**config.mk**
```make
export PLATFORM = sky130hd
export DESIGN_NAME = divide_64_by_32_unsigned_flat
export DESIGN_NICKNAME = d
export VERILOG_FILES = /design/src/rtl/dvd_pkg.sv /design/src/rtl/dvd_if.sv /design/src/rtl/dvd_front.sv /design/src/rtl/dvd_stage.sv /design/src/rtl/divide_64_by_32_unsigned.sv /design/src/flat_wrapper.sv
export VERILOG_INCLUDE_DIRS = /design/src /design/src/rtl
export SDC_FILE = /design/constraint.sdc
export NUM_CORES = 2
export LEC_CHECK = 0
export ABC_CLOCK_PERIOD_IN_PS = 19500
export BUFFER_PORTS_ARGS = -buffer_cell sky130_fd_sc_hd__buf_2
export CAP_MARGIN = 10
export CORE_MARGIN = 8
export CORE_UTILIZATION = 56
export CTS_BUF_LIST = sky130_fd_sc_hd__clkbuf_8
export CTS_CLUSTER_DIAMETER = 80
export DETAILED_ROUTE_END_ITERATION = 12
export HOLD_SLACK_MARGIN = 0.06
export PLACE_DENSITY = 0.78
export SYNTH_ARGS = -nofsm -noshare
export SYNTH_HDL_FRONTEND = slang
export SYNTH_SLANG_ARGS = --single-unit
```
**constraint.sdc**
```tcl
create_clock -name i_clk -period 19.5 [get_ports i_clk]
set_input_delay 3.9 -clock i_clk [delete_from_list [all_inputs] [get_ports i_clk]]
set_output_delay 3.9 -clock i_clk [all_outputs]
set_load 0.02 [all_outputs]
```
**src/rtl/divide_64_by_32_unsigned_defines.svh**
```systemverilog
// Assertion macros shared by the divider RTL.
`ifndef DIVIDE_64_BY_32_UNSIGNED_DEFINES_SVH
`define DIVIDE_64_BY_32_UNSIGNED_DEFINES_SVH

// Same-cycle implication, off during reset.
`define DVD_ASSERT_NOW(label, clk, rst_n, ante, cons) \
    label: assert property (@(posedge clk) disable iff (!rst_n) (ante) |-> (cons)) \
        else $error("divider check failed");

// Next-cycle implication, off during reset.
`define DVD_ASSERT_NEXT(label, clk, rst_n, ante, cons) \
    label: assert property (@(posedge clk) disable iff (!rst_n) (ante) |=> (cons)) \
        else $error("divider check failed");

`endif

```
**src/rtl/dvd_pkg.sv**
```systemverilog
// Types, constants and the restoring step of the 64-by-32 divider.
`default_nettype none

package dvd_pkg;

    localparam int DVD_WORD_W         = 32;
    localparam int DVD_BITS_PER_STAGE = 4;

    typedef logic [DVD_WORD_W-1:0] t_word;

    typedef struct packed {
        t_word rem;
        t_word lo;
        t_word div;
        logic  ovf;
    } t_dvd_work;

    function automatic t_dvd_work dvd_step(input t_dvd_work w);
        logic [DVD_WORD_W:0] part;
        logic                qbit;
        t_dvd_work           r;
        part  = {w.rem, w.lo[DVD_WORD_W-1]};
        qbit  = (part >= {1'b0, w.div});
        r     = w;
        r.lo  = {w.lo[DVD_WORD_W-2:0], qbit};
        r.rem = qbit ? DVD_WORD_W'(part - {1'b0, w.div}) : part[DVD_WORD_W-1:0];
        return r;
    endfunction

endpackage

`default_nettype wire

```
**src/rtl/dvd_if.sv**
```systemverilog
// Request and response channel interfaces of the divider.
`default_nettype none

interface dvd_req_if import dvd_pkg::*; ();
    logic  valid;
    logic  ready;
    t_word dividend_high;
    t_word dividend_low;
    t_word divisor;

    modport source(output valid, dividend_high, dividend_low, divisor, input ready);
    modport sink(input valid, dividend_high, dividend_low, divisor, output ready);
endinterface

interface dvd_rsp_if import dvd_pkg::*; ();
    logic  valid;
    logic  ready;
    t_word quotient;
    t_word remainder;
    logic  overflow;

    modport source(output valid, quotient, remainder, overflow, input ready);
    modport sink(input valid, quotient, remainder, overflow, output ready);
endinterface

`default_nettype wire

```
**src/rtl/dvd_front.sv**
```systemverilog
// Entry stage: overflow check and setup of the partial remainder.
`default_nettype none

`include "divide_64_by_32_unsigned_defines.svh"

module dvd_front import dvd_pkg::*; (
    input  wire logic  i_clk,
    input  wire logic  i_rst_n,
    dvd_req_if.sink    i_req,
    output t_dvd_work  o_work,
    output logic       o_valid,
    input  wire logic  i_ready
);

    logic      r_valid;
    t_dvd_work r_work;
    t_dvd_work n_work;
    logic      n_ovf;

    assign i_req.ready = !r_valid || i_ready;

    always_comb begin
        n_ovf      = (i_req.dividend_high >= i_req.divisor);
        n_work.ovf = n_ovf;
        // force all-zero quotient and remainder on overflow
        n_work.rem = n_ovf ? '0 : i_req.dividend_high;
        n_work.lo  = n_ovf ? '0 : i_req.dividend_low;
        n_work.div = n_ovf ? '1 : i_req.divisor;
    end

    always_ff @(posedge i_clk) begin
        if (!i_rst_n) begin
            r_valid <= 1'b0;
        end else if (i_req.ready) begin
            r_valid <= i_req.valid;
        end
    end

    always_ff @(posedge i_clk) begin
        if (i_req.ready) begin
            r_work <= n_work;
        end
    end

    assign o_work  = r_work;
    assign o_valid = r_valid;

    `DVD_ASSERT_NOW(a_bubble_takes, i_clk, i_rst_n, !r_valid, i_req.ready)
    `DVD_ASSERT_NOW(a_ovf_setup, i_clk, i_rst_n, r_valid && r_work.ovf,
        r_work.rem == '0 && r_work.lo == '0 && r_work.div == '1)

endmodule

`default_nettype wire

```
**src/rtl/dvd_stage.sv**
```systemverilog
// One pipeline stage of restoring division steps.
`default_nettype none

`include "divide_64_by_32_unsigned_defines.svh"

module dvd_stage import dvd_pkg::*; #(
    parameter int P_BITS = DVD_BITS_PER_STAGE
) (
    input  wire logic       i_clk,
    input  wire logic       i_rst_n,
    input  wire t_dvd_work  i_work,
    input  wire logic       i_valid,
    output logic            o_ready,
    output t_dvd_work       o_work,
    output logic            o_valid,
    input  wire logic       i_ready
);

    logic      r_valid;
    t_dvd_work r_work;
    t_dvd_work n_work;

    assign o_ready = !r_valid || i_ready;

    always_comb begin
        n_work = i_work;
        for (int i = 0; i < P_BITS; i++) begin
            n_work = dvd_step(n_work);
        end
    end

    always_ff @(posedge i_clk) begin
        if (!i_rst_n) begin
            r_valid <= 1'b0;
        end else if (o_ready) begin
            r_valid <= i_valid;
        end
    end

    always_ff @(posedge i_clk) begin
        if (o_ready) begin
            r_work <= n_work;
        end
    end

    assign o_work  = r_work;
    assign o_valid = r_valid;

    `DVD_ASSERT_NOW(a_rem_below_div, i_clk, i_rst_n, r_valid, r_work.rem < r_work.div)
    `DVD_ASSERT_NEXT(a_stall_holds, i_clk, i_rst_n, r_valid && !i_ready,
        r_valid && $stable(r_work))

endmodule

`default_nettype wire

```
**src/rtl/divide_64_by_32_unsigned.sv**
```systemverilog
// Top level of the pipelined 64-by-32 unsigned divider.
//
//   channel  dir  payload                                  handshake
//   i_req    in   dividend_high, dividend_low, divisor     valid / ready
//   o_rsp    out  quotient, remainder, overflow            valid / ready
//
// A request passes the entry register, then the chain of restoring steps, P_BITS_PER_STAGE per register stage.
// One request enters per cycle while the output side takes results.
// Reset clears only the stage valid bits; no state survives a request.
// A stall at o_rsp backs up stage by stage and fills bubbles before holding.
`default_nettype none

`include "divide_64_by_32_unsigned_defines.svh"

module divide_64_by_32_unsigned import dvd_pkg::*; #(
    parameter int P_BITS_PER_STAGE = DVD_BITS_PER_STAGE
) (
    input  wire logic  i_clk,
    input  wire logic  i_rst_n,
    dvd_req_if.sink    i_req,
    dvd_rsp_if.source  o_rsp
);

    localparam int NSTG = DVD_WORD_W / P_BITS_PER_STAGE;

    t_dvd_work       w_work  [0:NSTG];
    logic [NSTG:0]   w_valid;
    logic [NSTG:0]   w_ready;

    dvd_front u_front (
        .i_clk   (i_clk),
        .i_rst_n (i_rst_n),
        .i_req   (i_req),
        .o_work  (w_work[0]),
        .o_valid (w_valid[0]),
        .i_ready (w_ready[0])
    );

    for (genvar g = 0; g < NSTG; g++) begin : g_stage
        dvd_stage #(
            .P_BITS (P_BITS_PER_STAGE)
        ) u_stage (
            .i_clk   (i_clk),
            .i_rst_n (i_rst_n),
            .i_work  (w_work[g]),
            .i_valid (w_valid[g]),
            .o_ready (w_ready[g]),
            .o_work  (w_work[g+1]),
            .o_valid (w_valid[g+1]),
            .i_ready (w_ready[g+1])
        );
    end

    assign w_ready[NSTG] = o_rsp.ready;
    assign o_rsp.valid     = w_valid[NSTG];
    assign o_rsp.quotient  = w_work[NSTG].lo;
    assign o_rsp.remainder = w_work[NSTG].rem;
    assign o_rsp.overflow  = w_work[NSTG].ovf;

    `DVD_ASSERT_NOW(a_ovf_zero, i_clk, i_rst_n, o_rsp.valid && o_rsp.overflow,
        o_rsp.quotient == '0 && o_rsp.remainder == '0)

endmodule

`default_nettype wire

```
**src/flat_wrapper.sv**
```systemverilog
// flat-port wrapper written by rule: the top's interface ports become plain ports
module divide_64_by_32_unsigned_flat import dvd_pkg::*;
#(
    parameter int P_BITS_PER_STAGE = DVD_BITS_PER_STAGE
)
  (i_clk, i_rst_n, i_req_valid, i_req_dividend_high, i_req_dividend_low, i_req_divisor, i_req_ready, o_rsp_valid, o_rsp_quotient, o_rsp_remainder, o_rsp_overflow, o_rsp_ready);
  dvd_req_if i_req_i ();
  dvd_rsp_if o_rsp_i ();
  input  wire logic i_clk;
  input  wire logic i_rst_n;
  input wire logic [$bits(i_req_i.valid)-1:0] i_req_valid;
  input wire logic [$bits(i_req_i.dividend_high)-1:0] i_req_dividend_high;
  input wire logic [$bits(i_req_i.dividend_low)-1:0] i_req_dividend_low;
  input wire logic [$bits(i_req_i.divisor)-1:0] i_req_divisor;
  output wire logic [$bits(i_req_i.ready)-1:0] i_req_ready;
  output wire logic [$bits(o_rsp_i.valid)-1:0] o_rsp_valid;
  output wire logic [$bits(o_rsp_i.quotient)-1:0] o_rsp_quotient;
  output wire logic [$bits(o_rsp_i.remainder)-1:0] o_rsp_remainder;
  output wire logic [$bits(o_rsp_i.overflow)-1:0] o_rsp_overflow;
  input wire logic [$bits(o_rsp_i.ready)-1:0] o_rsp_ready;
  assign i_req_i.valid = i_req_valid;
  assign i_req_i.dividend_high = i_req_dividend_high;
  assign i_req_i.dividend_low = i_req_dividend_low;
  assign i_req_i.divisor = i_req_divisor;
  assign i_req_ready = i_req_i.ready;
  assign o_rsp_valid = o_rsp_i.valid;
  assign o_rsp_quotient = o_rsp_i.quotient;
  assign o_rsp_remainder = o_rsp_i.remainder;
  assign o_rsp_overflow = o_rsp_i.overflow;
  assign o_rsp_i.ready = o_rsp_ready;
  divide_64_by_32_unsigned #(.P_BITS_PER_STAGE(P_BITS_PER_STAGE)) u_core (.i_clk(i_clk), .i_rst_n(i_rst_n), .i_req(i_req_i), .o_rsp(o_rsp_i));
endmodule
```
# ---- Word level (Yosys, flattened, before mapping)
# Cells that the tools add are included.
dict set report classes {
  n_lt_le_gt_ge 33
  n_addsub 32
  reduce_logical 18
  muxes 32
}
# operator count
set op_table {}
lappend op_table {{33-bit by 32-bit >= comparator with 1-bit output} 32}
lappend op_table {{32-bit two-way mux} 32}
lappend op_table {{32-bit subtractor} 32}
lappend op_table {{32-bit >= comparator} 1}
lappend op_table {{1-bit zero test} 9}
lappend op_table {{1-bit logical OR} 9}
dict set report totals {
  register_bits 850
  input_bits 100
  out_inout_bits 67
}

# ---- Longest topological paths before layout
dict set report logic_depth {
  depth_word 10
  mapped_depth 65
  mapped_depth_nobuf 58
}

# ---- Cells and area by module
# A second synthesis with hierarchy kept.
dict set report hier_totals {
  cells_unflattened 10660
  area_unflattened_um2 95725.6
}
# mod cells_per_inst instances area_each_um2
set by_module_without_submodules {}
lappend by_module_without_submodules {{dvd_stage (u_core.g_stage[1].u_stage ...)} 1335 4 11489.8}
lappend by_module_without_submodules {{dvd_stage (u_core.g_stage[7].u_stage)} 1259 1 11330.9}
lappend by_module_without_submodules {{dvd_stage (u_core.g_stage[2].u_stage)} 1243 1 11257.0}
lappend by_module_without_submodules {{dvd_stage (u_core.g_stage[0].u_stage)} 1245 1 11121.9}
lappend by_module_without_submodules {{dvd_stage (u_core.g_stage[3].u_stage)} 1231 1 10911.7}
lappend by_module_without_submodules {dvd_front 342 1 5144.9}

# ---- Least setup slack after synthesis
# Ideal clock, no wire load.
dict set report synth_timing {
  kind {register to register}
  start {register u_core.g_stage[2].u_stage.r_work (netlist bit u_core.g_stage[2].u_stage.o_work[2])}
  end {register u_core.g_stage[3].u_stage.r_work (netlist bit u_core.g_stage[3].u_stage.o_work[87]), data pin}
  path_stages_with_launch 58
  setup_time_ns 0.260
  required_time_ns 19.240
  arrival_time_ns 13.216
  setup_slack_ns 6.024
  cell_sequence {edfxtp_1 inv_1 ha_1 nor2b_1 o31a_1 o21ai_1 o221ai_1 o211ai_1 nand3_1 a41oi_1 clkbuf_1 clkbuf_1 mux2_2 ha_1 o21a_1 o31a_1 o41a_1 a211oi_1 [... 22 more ...] buf_2 buf_2 a21oi_1 ha_1 a21o_1 a21o_1 and2_1 or2_1 a21o_1 a211oi_1 a21boi_0 nor2_1 a22o_1 o41ai_1 o21ai_0 nor2_1 buf_2 mux2_2}
}
# element line
set synth_lines {}
lappend synth_lines {{start: declaration} dvd_stage.sv:20} ;# t_dvd_work r_work;
lappend synth_lines {{start signal: assignment} dvd_stage.sv:42} ;# r_work <= n_work;
lappend synth_lines {{end signal: assignment} dvd_stage.sv:42}
lappend synth_lines {{end: declaration} dvd_stage.sv:20}

==> results.cfg <==
[status]
status = finished clean

[cts]
cts_resized = 0
cts_sinks = 850
numCtsBuffers = 155
insertion_delay_ps = 960
ctsRootBufferMaster = clkbuf_8
tritoncts = yes
hold_buffers = 0
h-tree-depth = 4
postCtsSetupBuffers = 0
clk_pin_slew_ps = 60
clock_path_buffers = 3

[finish]
drive_above_1_share = 0.0899
area_growth_syn_to_layout_pct = 7.52
fillerInstances = 13461
post-route-util = 0.604
fin_nets = 11041

[die]
die_h_um = 411
design.die.area_mm2 = 0.169
start_util = 0.562
coreArea_mm2 = 0.156
fp.dieW_um = 411
ioPinCount = 167
row_count = 145

[sta]
rsz0062_at_grt = no
slew-limit-headroom = 0.301
setup_viol = 0
finalMaxSlewViolations = 0
skew_ps = 61.5
clock.fmax_mhz = 58.9
finalCriticalPeriod_ps = 16990
worst_pin_slew_ps = 1050
period_share = 0.871
finalHoldViolCount = 0
fin_setup_tns_ps = 0

[setup_path]
cp_slowest_cell = a2111oi_0
worstPathMaxFanout = 46
criticalPathCategory = register to register
cpPeakStageDelay_ps = 760
worst_ep_arrival_time_ps = 17540
setup.worst_path.end_class = register
critPathLaunchType = register
worstPathRequired_ps = 20050
cp_common_cell = o21ai_0

[synthesis]
yosysTopAreaCellShare = 0.289
avgSynthCellArea_um2 = 9.06
yosysSeqAreaShare = 0.291
synthTopCellsByArea = edfxtp_1 (29%), ha_1 (15%), xnor2_1 (5.8%)
synth_top_area_cell = edfxtp_1
synthMuxAreaShare = 0.0813
async_reset_ff_frac = 0
yosysUniqueCellTypes = 91
synth_top_family_by_area = compound AO/OA/AOI/OAI gates
synth_warnings = 0
synth-xor-area-share = 0.0831
synthTopCellsByCount = ha_1 (1,056), a21oi_1 (927), edfxtp_1 (841), inv_1 (669), nand2_1 (665)
synth-edff-count = 841
syn_nets = 10846
synth_compound_area_frac = 0.214
synth_flop_cell = edfxtp_1
ys_ff_latch = 850
syn_area_mm2 = 0.0875
synthAdderAreaFrac = 0.158
synthCells = 9658
yosys.area_share.simple = 0.135
synth_most_common_cell = ha_1

[flow_run]
cap_violations = 0

[placed_design]
hpwl_um = 225000
place.gp.congestion = 0.995
portBuffers = 166

[detailed_routing]
drc = 0
detail_route.wl_per_cell_um = 23.1
drt-pass1-iter-count = 8
drt_iter0_markers = 7875
via_per_inst = 6.32
ant_nets = 0
finalWirelength_um = 278000
dr_total_vias = 76085

[global_route]
grt_max_degree = 72
grt-ovfl-total = 0
antenna_found_initial = 11
grtUsageTotal = 0.315
grt_pass1_wl_um = 419000
grt_pass1_vias = 71656

[hold_path]
hold_class = register to register
-- metal layers --
layer	track usage	routed length, um	vias to the layer above
met4	0.138	13600	2
met1	0.431	121000	36103
met3	0.0528	22000	570
met5	0	9	-
li1	-	-	36297
met2	0.492	121000	3113
-- flip-flops by register name, indices dropped and copies added, names as in the netlist --
register                        cells
u_core.u_front.o_valid              1
u_core.g_stage.u_stage.o_valid      8
u_core.g_stage.u_stage.o_work     744
u_core.u_front.o_work              97
-- area by class of cell --
| class | instances | area, um2 | share of cell area |
|---|---|---|---|
| Multi-Input combinational cell | 7952 | 59000 | 0.627 |
| Clock buffer | 158 | 2170 | 0.0231 |
| Sequential cell | 850 | 25400 | 0.270 |
| Clock inverter | 129 | 1170 | 0.0124 |
| Antenna cell | 3 | 7.51 | 0.0000798 |
| Tap cell | 2058 | 2570 | 0.0274 |
| Inverter | 682 | 2570 | 0.0273 |
| Timing Repair Buffer | 212 | 1180 | 0.0125 |
-- critical path, delay by kind of cell (launching register included) --
family	cells	cell delay [ps]
AO/OA/AOI/OAI	33	9560
adder cells (fa/ha/maj)	4	1210
buffers and inverters	5	1980
flip-flops	1	480
multiplexers	1	410
AND/OR/NAND/NOR	12	2880
-- cell usage in the layout, fill, tap and decap left out, types with 166 or more instances in the layout --
cell type / synthesis / final
xor2_1: 252 / 252
a21o_1: 513 / 513
a21oi_1: 927 / 927
xnor2_1: 578 / 578
edfxtp_1: 841 / 841
nand2_1: 665 / 661
o21ai_0: 545 / 545
ha_1: 1056 / 1056
mux2_1: 196 / 196
inv_1: 669 / 691
buf_2: 26 / 166
nor2_1: 661 / 658
mux2_2: 360 / 360
-- through the flow --
stage | hold WS (ps) | setup WS (ps) | instance area [um2] | cells
4_1_cts | 399 | 2910 | 94100 | 12041
6_report | 397 | 2510 | 94100 | 12044
2_1_floorplan | 400 | 6020 | 87500 | 9658
3_5_place_dp | 405 | 2970 | 90700 | 11754
5_1_grt | 404 | 1180 | 94100 | 12043
3_3_place_gp | 401 | 3340 | 90700 | 11754
-- final timing paths --
path                                             start                                    to  slack, ps  cells after the start
setup / recovery   u_core.g_stage[1].u_stage.o_work[9]  u_core.g_stage[2].u_stage.o_work[72]       2510                     55
setup reg to reg   u_core.g_stage[1].u_stage.o_work[9]  u_core.g_stage[2].u_stage.o_work[72]       2510                     55
hold / removal    u_core.g_stage[5].u_stage.o_work[40]  u_core.g_stage[6].u_stage.o_work[44]        400                      0
hold reg to reg   u_core.g_stage[5].u_stage.o_work[40]  u_core.g_stage[6].u_stage.o_work[44]        400                      0
-- logic make-up after synthesis --
group	count (synthesis)
compound gates	2944
simple gates	2449
fa+ha+maj	1088
buf+inv	856
flops	850
xor+xnor	830
mux	641
Power is not shown: default switching activity piles up to over one toggle a cycle in this logic, so the estimate is an artifact.
